$ cat src/rtl/swt_pkg.sv
// ----------------------------------------------------------------------------
// swt_pkg
// Shared types and constants of the sorted watchpoint table.
// ----------------------------------------------------------------------------
package swt_pkg;

  localparam int TABLE_DEPTH = 32;
  localparam int IDX_W       = $clog2(TABLE_DEPTH);
  localparam int CNT_W       = $clog2(TABLE_DEPTH + 1);

  localparam int ADDR_W      = 24;
  localparam int SPAN_W      = 16;
  localparam int KIND_W      = 5;
  localparam int OP_W        = 3;
  localparam int HIDX_W      = 5;
  localparam int TOTAL_W     = 6;
  localparam int SUM_W       = ADDR_W + 1;

  localparam logic [ADDR_W-1:0] ADDR_MAX = '1;

  localparam logic [KIND_W-1:0] K_WRITE  = 5'b00100;
  localparam logic [KIND_W-1:0] K_READ   = 5'b01000;
  localparam logic [KIND_W-1:0] K_ACCESS = 5'b10000;

  typedef enum logic [OP_W-1:0] {
    OP_SET    = 3'd0,
    OP_REMOVE = 3'd1,
    OP_CLEAR  = 3'd2,
    OP_LOOKUP = 3'd3,
    OP_RANGE  = 3'd4
  } op_t;

  typedef enum logic [1:0] {
    ST_OK        = 2'd0,
    ST_FULL      = 2'd1,
    ST_NOT_FOUND = 2'd2,
    ST_LIMIT     = 2'd3
  } status_t;

  typedef enum logic [1:0] {
    RSN_ACCESS = 2'd0,
    RSN_WRITE  = 2'd1,
    RSN_READ   = 2'd2
  } reason_t;

  typedef struct packed {
    logic [ADDR_W-1:0] addr;
    logic [SPAN_W-1:0] span;
    logic [KIND_W-1:0] kinds;
  } entry_t;

  typedef struct packed {
    logic             we;
    logic [IDX_W-1:0] waddr;
    entry_t           wdata;
    logic             re;
    logic [IDX_W-1:0] raddr;
  } mem_req_t;

endpackage

$ cat src/rtl/swt_ram.sv
// ----------------------------------------------------------------------------
// swt_ram
// Entry store: one write port and one registered read port.
// ----------------------------------------------------------------------------
module swt_ram
  import swt_pkg::*;
(
  input  logic     clk,
  input  mem_req_t req,
  output entry_t   rdata
);

  entry_t mem [TABLE_DEPTH];

  always_ff @(posedge clk) begin
    if (req.we) begin
      mem[req.waddr] <= req.wdata;
    end
  end

  always_ff @(posedge clk) begin
    if (req.re) begin
      rdata <= mem[req.raddr];
    end
  end

endmodule

$ cat src/rtl/swt_ctrl.sv
// ----------------------------------------------------------------------------
// swt_ctrl
// Sequencer: scans the entry store, merges or inserts, shifts on insert and
// delete, and registers one result per command.
// ----------------------------------------------------------------------------
module swt_ctrl
  import swt_pkg::*;
(
  input  logic               clk,
  input  logic               rst_n,
  input  logic               start,
  output logic               busy,
  input  logic [OP_W-1:0]    in_kind,
  input  logic [KIND_W-1:0]  in_type_mask,
  input  logic [ADDR_W-1:0]  in_addr,
  input  logic [SPAN_W-1:0]  in_span,
  input  logic [ADDR_W-1:0]  limit,
  output mem_req_t           mreq,
  input  entry_t             rdata,
  output logic               out_valid,
  output logic [1:0]         out_status,
  output logic               out_hit,
  output logic [HIDX_W-1:0]  out_hit_index,
  output logic [KIND_W-1:0]  out_hit_kinds,
  output logic [1:0]         out_stop_reason,
  output logic [TOTAL_W-1:0] out_entry_total
);

  typedef enum logic [5:0] {
    S_IDLE  = 6'b000001,
    S_RD    = 6'b000010,
    S_CHK   = 6'b000100,
    S_SH_RD = 6'b001000,
    S_SH_WR = 6'b010000,
    S_FIN   = 6'b100000
  } state_t;

  state_t             state_r, state_nxt;
  logic [OP_W-1:0]    op_r, op_nxt;
  logic [KIND_W-1:0]  tm_r, tm_nxt;
  logic [ADDR_W-1:0]  a_r, a_nxt;
  logic [SPAN_W-1:0]  sp_r, sp_nxt;
  logic [CNT_W-1:0]   cur_r, cur_nxt;
  logic [CNT_W-1:0]   pos_r, pos_nxt;
  logic [CNT_W-1:0]   count_r, count_nxt;
  status_t            status_r, status_nxt;
  logic               hit_r, hit_nxt;
  logic [HIDX_W-1:0]  hidx_r, hidx_nxt;
  logic [KIND_W-1:0]  hk_r, hk_nxt;
  reason_t            reason_r, reason_nxt;

  logic [CNT_W-1:0]   cur_m1;
  logic [CNT_W-1:0]   cur_p1;
  logic [SUM_W-1:0]   seg_end;
  logic               is_exact, is_above, is_cover, found, miss;
  logic [KIND_W-1:0]  kinds_rm;
  logic               is_set, limited;

  assign cur_m1   = cur_r - 1'b1;
  assign cur_p1   = cur_r + 1'b1;
  assign seg_end  = SUM_W'(rdata.addr) + SUM_W'(rdata.span);
  assign is_exact = (rdata.addr == a_r);
  assign is_above = (rdata.addr > a_r);
  assign is_cover = (SUM_W'(a_r) < seg_end);
  assign kinds_rm = rdata.kinds & ~tm_r;
  assign is_set   = (op_r == OP_SET);
  assign limited  = (in_kind == OP_SET || in_kind == OP_REMOVE) && (in_addr > limit);

  // Scan verdict for the entry returned this cycle
  always_comb begin
    if (op_r == OP_RANGE) begin
      found = !is_above && is_cover;
    end else begin
      found = is_exact;
    end
    miss = !found && is_above;
  end

  always_comb begin
    state_nxt  = state_r;
    op_nxt     = op_r;
    tm_nxt     = tm_r;
    a_nxt      = a_r;
    sp_nxt     = sp_r;
    cur_nxt    = cur_r;
    pos_nxt    = pos_r;
    count_nxt  = count_r;
    status_nxt = status_r;
    hit_nxt    = hit_r;
    hidx_nxt   = hidx_r;
    hk_nxt     = hk_r;
    reason_nxt = reason_r;
    mreq       = '0;

    case (state_r)
      S_IDLE: begin
        if (start) begin
          op_nxt     = in_kind;
          a_nxt      = in_addr;
          sp_nxt     = in_span;
          tm_nxt     = in_type_mask;
          if (in_kind == OP_SET && in_type_mask == K_ACCESS) begin
            tm_nxt = in_type_mask | K_WRITE | K_READ;
          end
          cur_nxt    = '0;
          status_nxt = ST_OK;
          hit_nxt    = 1'b0;
          hidx_nxt   = '0;
          hk_nxt     = '0;
          reason_nxt = RSN_ACCESS;
          if (limited) begin
            status_nxt = ST_LIMIT;
            state_nxt  = S_FIN;
          end else begin
            case (in_kind)
              OP_SET, OP_REMOVE, OP_LOOKUP, OP_RANGE: state_nxt = S_RD;
              OP_CLEAR: begin
                count_nxt = '0;
                state_nxt = S_FIN;
              end
              default: state_nxt = S_FIN;
            endcase
          end
        end
      end

      S_RD: begin
        if (cur_r == count_r) begin
          // Ran off the end: miss with insertion point at the tail
          if (is_set) begin
            if (count_r == CNT_W'(TABLE_DEPTH)) begin
              status_nxt = ST_FULL;
              state_nxt  = S_FIN;
            end else begin
              pos_nxt   = cur_r;
              state_nxt = S_SH_RD;
            end
          end else begin
            status_nxt = ST_NOT_FOUND;
            state_nxt  = S_FIN;
          end
        end else begin
          mreq.re    = 1'b1;
          mreq.raddr = cur_r[IDX_W-1:0];
          state_nxt  = S_CHK;
        end
      end

      S_CHK: begin
        if (found) begin
          case (op_r)
            OP_SET: begin
              mreq.we    = 1'b1;
              mreq.waddr = cur_r[IDX_W-1:0];
              mreq.wdata = '{addr: a_r, span: sp_r, kinds: rdata.kinds | tm_r};
              state_nxt  = S_FIN;
            end
            OP_REMOVE: begin
              if (kinds_rm != '0) begin
                mreq.we    = 1'b1;
                mreq.waddr = cur_r[IDX_W-1:0];
                mreq.wdata = '{addr: rdata.addr, span: rdata.span, kinds: kinds_rm};
                state_nxt  = S_FIN;
              end else begin
                cur_nxt   = cur_p1;
                state_nxt = S_SH_RD;
              end
            end
            OP_LOOKUP: begin
              hit_nxt   = 1'b1;
              hidx_nxt  = HIDX_W'(cur_r);
              hk_nxt    = rdata.kinds;
              state_nxt = S_FIN;
            end
            default: begin
              if ((rdata.kinds & tm_r) != '0) begin
                hit_nxt  = 1'b1;
                hidx_nxt = HIDX_W'(cur_r);
                hk_nxt   = rdata.kinds;
                if ((rdata.kinds & K_ACCESS) != '0) begin
                  reason_nxt = RSN_ACCESS;
                end else if ((rdata.kinds & K_WRITE) != '0) begin
                  reason_nxt = RSN_WRITE;
                end else begin
                  reason_nxt = RSN_READ;
                end
              end
              state_nxt = S_FIN;
            end
          endcase
        end else if (miss) begin
          if (is_set) begin
            if (count_r == CNT_W'(TABLE_DEPTH)) begin
              status_nxt = ST_FULL;
              state_nxt  = S_FIN;
            end else begin
              pos_nxt   = cur_r;
              cur_nxt   = count_r;
              state_nxt = S_SH_RD;
            end
          end else begin
            status_nxt = ST_NOT_FOUND;
            state_nxt  = S_FIN;
          end
        end else begin
          cur_nxt   = cur_p1;
          state_nxt = S_RD;
        end
      end

      S_SH_RD: begin
        if (is_set) begin
          if (cur_r == pos_r) begin
            mreq.we    = 1'b1;
            mreq.waddr = pos_r[IDX_W-1:0];
            mreq.wdata = '{addr: a_r, span: sp_r, kinds: tm_r};
            count_nxt  = count_r + 1'b1;
            state_nxt  = S_FIN;
          end else begin
            mreq.re    = 1'b1;
            mreq.raddr = cur_m1[IDX_W-1:0];
            state_nxt  = S_SH_WR;
          end
        end else begin
          if (cur_r == count_r) begin
            count_nxt = count_r - 1'b1;
            state_nxt = S_FIN;
          end else begin
            mreq.re    = 1'b1;
            mreq.raddr = cur_r[IDX_W-1:0];
            state_nxt  = S_SH_WR;
          end
        end
      end

      S_SH_WR: begin
        mreq.we    = 1'b1;
        mreq.wdata = rdata;
        if (is_set) begin
          mreq.waddr = cur_r[IDX_W-1:0];
          cur_nxt    = cur_m1;
        end else begin
          mreq.waddr = cur_m1[IDX_W-1:0];
          cur_nxt    = cur_p1;
        end
        state_nxt = S_SH_RD;
      end

      S_FIN: begin
        state_nxt = S_IDLE;
      end

      default: begin
        state_nxt = S_IDLE;
      end
    endcase
  end

  always_ff @(posedge clk) begin
    if (!rst_n) begin
      state_r <= S_IDLE;
      count_r <= '0;
    end else begin
      state_r <= state_nxt;
      count_r <= count_nxt;
    end
  end

  always_ff @(posedge clk) begin
    op_r     <= op_nxt;
    tm_r     <= tm_nxt;
    a_r      <= a_nxt;
    sp_r     <= sp_nxt;
    cur_r    <= cur_nxt;
    pos_r    <= pos_nxt;
    status_r <= status_nxt;
    hit_r    <= hit_nxt;
    hidx_r   <= hidx_nxt;
    hk_r     <= hk_nxt;
    reason_r <= reason_nxt;
  end

  assign busy            = (state_r != S_IDLE);
  assign out_valid       = (state_r == S_FIN);
  assign out_status      = status_r;
  assign out_hit         = hit_r;
  assign out_hit_index   = hidx_r;
  assign out_hit_kinds   = hk_r;
  assign out_stop_reason = reason_r;
  assign out_entry_total = TOTAL_W'(count_r);

`ifndef SYNTHESIS
  a_count_bound: assert property (@(posedge clk) disable iff (!rst_n)
    count_r <= CNT_W'(TABLE_DEPTH))
    else $error("entry count above table depth");

  a_strobe_single: assert property (@(posedge clk) disable iff (!rst_n)
    out_valid |=> !out_valid && !busy)
    else $error("result strobe longer than one cycle");

  a_no_idle_write: assert property (@(posedge clk) disable iff (!rst_n)
    !busy |-> !mreq.we && !mreq.re)
    else $error("entry store accessed while idle");

  a_hit_ok: assert property (@(posedge clk) disable iff (!rst_n)
    out_valid && out_hit |-> out_status == ST_OK)
    else $error("hit reported with failing status");

  a_count_step: assert property (@(posedge clk) disable iff (!rst_n)
    busy && (count_r != $past(count_r)) |-> out_valid)
    else $error("entry count changed mid-command");
`endif

endmodule

$ cat src/rtl/sorted_watchpoint_table_top.sv
// ----------------------------------------------------------------------------
// sorted_watchpoint_table_top
// Address-sorted table of break and watch entries with set, remove, clear,
// exact lookup and range check commands.
//
// A command transfers on start while busy is low; busy stays high until its
// result has been shown. Each result appears for one cycle with out_valid and
// the receiver has no way to stall it, so it must take it on that cycle.
// cfg_we writes the address limit for set and remove; write only when idle.
// Steps: the scan reads and checks the entries in sorted order until a match
// or a larger address, or until it runs past the last entry; an insert then
// moves each entry above the insertion point up one slot, a delete moves each
// entry above the removed one down one slot, each move a read and then a
// write. Clear, limit rejects and unused codes go straight to the result. The
// entry store has one read port and one write port. After reset the table is
// empty and the limit is all ones; no clearing pass is needed.
// ----------------------------------------------------------------------------
module sorted_watchpoint_table_top
  import swt_pkg::*;
(
  input  logic               clk,
  input  logic               rst_n,
  input  logic               start,
  output logic               busy,
  input  logic [OP_W-1:0]    in_kind,
  input  logic [KIND_W-1:0]  in_type_mask,
  input  logic [ADDR_W-1:0]  in_addr,
  input  logic [SPAN_W-1:0]  in_span,
  input  logic               cfg_we,
  input  logic [ADDR_W-1:0]  cfg_wdata,
  output logic               out_valid,
  output logic [1:0]         out_status,
  output logic               out_hit,
  output logic [HIDX_W-1:0]  out_hit_index,
  output logic [KIND_W-1:0]  out_hit_kinds,
  output logic [1:0]         out_stop_reason,
  output logic [TOTAL_W-1:0] out_entry_total
);

  // Address limit register: hold until the next configuration transfer
  logic [ADDR_W-1:0] limit_r, limit_nxt;

  assign limit_nxt = cfg_we ? cfg_wdata : limit_r;

  always_ff @(posedge clk) begin
    if (!rst_n) begin
      limit_r <= ADDR_MAX;
    end else begin
      limit_r <= limit_nxt;
    end
  end

  mem_req_t mreq;
  entry_t   rdata;

  // Sequencer: scan, merge, insert and delete through the entry store
  swt_ctrl u_ctrl (
    .clk             (clk),
    .rst_n           (rst_n),
    .start           (start),
    .busy            (busy),
    .in_kind         (in_kind),
    .in_type_mask    (in_type_mask),
    .in_addr         (in_addr),
    .in_span         (in_span),
    .limit           (limit_r),
    .mreq            (mreq),
    .rdata           (rdata),
    .out_valid       (out_valid),
    .out_status      (out_status),
    .out_hit         (out_hit),
    .out_hit_index   (out_hit_index),
    .out_hit_kinds   (out_hit_kinds),
    .out_stop_reason (out_stop_reason),
    .out_entry_total (out_entry_total)
  );

  // Entry store: address, span and kinds of each sorted slot
  swt_ram u_ram (
    .clk   (clk),
    .req   (mreq),
    .rdata (rdata)
  );

endmodule

$ cat config.mk
export PLATFORM = sky130hd
export DESIGN_NAME = sorted_watchpoint_table_top
export DESIGN_NICKNAME = d
export VERILOG_FILES = /design/src/rtl/swt_pkg.sv /design/src/rtl/swt_ram.sv /design/src/rtl/swt_ctrl.sv /design/src/rtl/sorted_watchpoint_table_top.sv
export SDC_FILE = /design/constraint.sdc
export NUM_CORES = 2
export LEC_CHECK = 0
export ABC_AREA = 1
export BUFFER_PORTS_ARGS = -buffer_cell sky130_fd_sc_hd__buf_4
export CORE_ASPECT_RATIO = 0.8
export CORE_MARGIN = 4
export CORE_UTILIZATION = 40
export CTS_BUF_LIST = sky130_fd_sc_hd__clkbuf_16
export DETAILED_ROUTE_END_ITERATION = 12
export GPL_TIMING_DRIVEN = 1
export PLACE_DENSITY = 0.59
export SLEW_MARGIN = 20
export SYNTH_ARGS = -nofsm -noshare
export SYNTH_HDL_FRONTEND = slang
export SYNTH_SLANG_ARGS = --single-unit
$ cat constraint.sdc
create_clock -name clk -period 8.6 [get_ports clk]
set_input_delay 1.29 -clock clk [delete_from_list [all_inputs] [get_ports clk]]
set_output_delay 1.29 -clock clk [all_outputs]
set_load 0.05 [all_outputs]
==> flow_metrics.tcl <==
set metrics [dict create \
    run_status "complete, no violations" \
    power.total_mw 16.4 \
    synth_cells 6762 \
    h-tree-depth 4 \
    dp.cells 8927 \
    initial_core_util 0.402 \
    antenna_found_initial 3 \
    finish.utilization 0.449 \
    clock_skew_ns 0.0358 \
    synth_ff_type "edfxtp_1" \
    finalCriticalPeriod_ns 6.93 \
    fmax_mhz 144 \
    crit_path_top_delay_cell "nor2_4" \
    numCtsBuffers 155 \
    path_class "reg2reg" \
    path_depth 23 \
    critical_path_arrival_ns 7.34 \
    netlist.area_leader.share 0.658 \
    timing.rr.start "u_ram.rdata[23]$_DFFE_PP_" \
    syn_nets 6936 \
    num_vias 50900 \
    synth_seq_area_share 0.668 \
    cp_max_fo 32 \
    worstHoldStart "limit_r[13]$_SDFFE_PN1P_" \
    coreArea_mm2 0.177 \
    cts_setup_buffers 0 \
    layout.cells.most_common "nand2_1" \
    die_h_um 385 \
    wl_um 213000 \
    antenna_cells 0 \
    r2r_cells 23 \
    layout_common_cells "2588 x nand2_1, 1560 x edfxtp_1, 1347 x nand3_1" \
    areaGrowthSynthToFinish_pct 11.5 \
    grt_pass1_vias 47600 \
    crit_required_ns 9.01 \
    wire_per_inst_um 23.1 \
    yosysTopAreaCell "edfxtp_1" \
    critPathMaxStageDelay_ns 0.67 \
    min_path_type "reg2reg" \
    ios 99 \
    drv_slew 0 \
    instances_no_fill 9215 \
    synth_edf_count 1560 \
    hold_buffers 0 \
    drtIter0Drc 6450 \
    setup_viol 0 \
    rsz0062_at_grt "false" \
    grtUsageTotal 0.225 \
    cap_viol_max_count 0 \
    ys_ff_latch 1596 \
    crit_start "u_ram.rdata[23]$_DFFE_PP_" \
    drc_errors 0 \
    clk_pin_slew_worst_paths_ns 0.06 \
    ys_types 51 \
    drt_first_pass_iters 5 \
    io_buffer_count 98 \
    place_congestion 0.858 \
    hold_path_depth 2 \
    critPathBufInv 1 \
    max-slew-margin-rel 0.243 \
    path_cells "ha_1 > nand3_1 > o211ai_1 > a21oi_1 > o21ai_0 > a21oi_1 > o21ai_0 > a21boi_0 > o21ai_0 > nand2_1 > ha_1 > nand2_1 > nor2_1 > a211oi_1 > nor2_1 > nor2_1 > nand3_1 > nand2_1 > nand3_1 > nand2_1 > nand3_1 > nor2_4 > buf_4" \
    power.density_mw_per_mm2 206 \
    chipWidth_um 480 \
    cts-root-buf "clkbuf_16" \
    grt_pass1_wl_um 317000 \
    num_rows 138 \
    worst_pin_slew_ns 1.13 \
    insertion_delay_ns 0.80 \
    netlist_top_cells_area "edfxtp_1 66%, nand2_1 14%, nand3_1 9.5%" \
    post_cts_resized 0 \
    crit_family "simple AND/OR/NAND/NOR gates" \
    synth_warnings 0 \
    vdd_drop_max_mv 0.195 \
    holdWs_ns 0.464 \
    nets 6879 \
    layout-drive-gt1-share 0.0752 \
    hold_violations 0 \
    hpwlAfterDp_um 118000 \
    grt_max_degree 180 \
    overflow 0 \
    synthesis.area_mm2 0.0712 \
    timing.final.crit_share 0.806 \
    leakagePower_nw 31.8 \
    async_flop_share 0 \
    cp-end-kind "register" \
    ant_nets 0 \
    startpoint_type "register" \
    cts_sinks 1596 \
    fin_setup_tns_ns 0 \
    die_area_mm2 0.185 \
    syn_area_per_cell_um2 10.5 \
    clockBufferDepth 3 \
    viasPerCell 5.53 \
    cts_tree "done" \
]
metrics by stage:
step	setup WS [ns]	area, µm²
2_1_floorplan	2.61	71200
3_3_place_gp	1.85	74600
3_5_place_dp	1.86	74600
4_1_cts	1.84	79300
5_1_grt	1.35	79400
6_report	1.67	79400
flip-flops by register name, indices dropped and copies added, names as in the netlist:
signal / cells
u_ctrl.out_hit: 1
u_ctrl.pos_r: 6
u_ctrl.out_stop_reason: 2
u_ctrl.cur_r: 6
u_ctrl.sp_r: 16
limit_r: 24
u_ram.rdata: 45
u_ram.mem: 1440
u_ctrl.tm_r: 5
u_ctrl.out_entry_total: 6
u_ctrl.state_r: 6
u_ctrl.op_r: 3
u_ctrl.out_status: 2
u_ctrl.out_hit_kinds: 5
u_ctrl.a_r: 24
u_ctrl.out_hit_index: 5
worst reg2reg max path: stages (launching register included):
cell and delay (ns):
edfxtp_1 0.46, ha_1 0.39, nand3_1 0.13, o211ai_1 0.46, a21oi_1 0.23, o21ai_0 0.34
a21oi_1 0.17, o21ai_0 0.42, a21boi_0 0.29, o21ai_0 0.23, nand2_1 0.08, ha_1 0.27
nand2_1 0.08, nor2_1 0.05, a211oi_1 0.17, nor2_1 0.08, nor2_1 0.09, nand3_1 0.09
nand2_1 0.24, nand3_1 0.12, nand2_1 0.12, nand3_1 0.65, nor2_4 0.67, buf_4 0.67
power by group:
group          total [mW]  internal (mW)  switching, mW
Sequential           8.66           8.54          0.114
Clock                6.47           3.47           3.00
Combinational        1.22          0.363          0.862
metal layers:
metal	global-route usage	routed length [µm]	vias to the layer above
met3	0.0333	17700	332
met4	0.0702	6130	0
met2	0.341	94500	2347
met5	0	0	-
li1	-	-	23300
met1	0.335	94300	24900
worst paths after layout:
| kind | endpoint | slack [ns] |
|---|---|---|
| min reg2reg | limit_r[13]$_SDFFE_PN1P_ | 0.46 |
| max reg2reg | u_ram.mem[25][30]$_DFFE_PP_ | 1.67 |
| min | limit_r[13]$_SDFFE_PN1P_ | 0.46 |
| max | u_ram.mem[25][30]$_DFFE_PP_ | 1.67 |
kinds of logic (layout without fill, tap and decap cells):
kind of cell / Yosys count / after routing / synth area share
DFF: 1596 / 1596 / 0.668
and+or+nand+nor: 4114 / 4114 / 0.244
adders and majority gates: 98 / 98 / 0.0174
buffers and inverters: 606 / 679 / 0.0401
AOI/OAI and AO/OA: 313 / 313 / 0.0264
xor gates and xnor gates: 35 / 35 / 0.00431
layout make-up:
class,instances,area (µm²)
inverter,175,684
clock buffer,158,3950
fill,16400,97600
clock inverter,129,771
multi-input combinational,4560,21400
tap,2380,2980
timing repair buffer,217,2040
sequential,1596,47600
cell usage after synthesis (3+ instances only):
| library cell | n |
|---|---|
| nand2_1 | 2592 |
| edfxtp_1 | 1560 |
| nand3_1 | 1347 |
| buf_2 | 305 |
| inv_1 | 160 |
| nor2_1 | 113 |
| o21ai_0 | 109 |
| ha_1 | 96 |
| a21oi_1 | 89 |
| clkbuf_1 | 60 |
| a22oi_1 | 41 |
| dfxtp_1 | 36 |
| buf_1 | 31 |
| xor2_1 | 22 |
| buf_4 | 20 |
| nand4_1 | 20 |
| a32o_1 | 16 |
| buf_6 | 15 |
| o22ai_1 | 13 |
| xnor2_1 | 13 |
| nor3_1 | 11 |
| inv_2 | 10 |
| o221ai_1 | 9 |
| a31oi_1 | 8 |
| o211ai_1 | 7 |
| a211oi_1 | 6 |
| nor4_1 | 5 |
| inv_4 | 4 |
| o21a_1 | 4 |
| a21o_1 | 3 |
| and3_1 | 3 |
| nand3b_1 | 3 |
| nor2_2 | 3 |
Power figures use the tool's default switching activity.
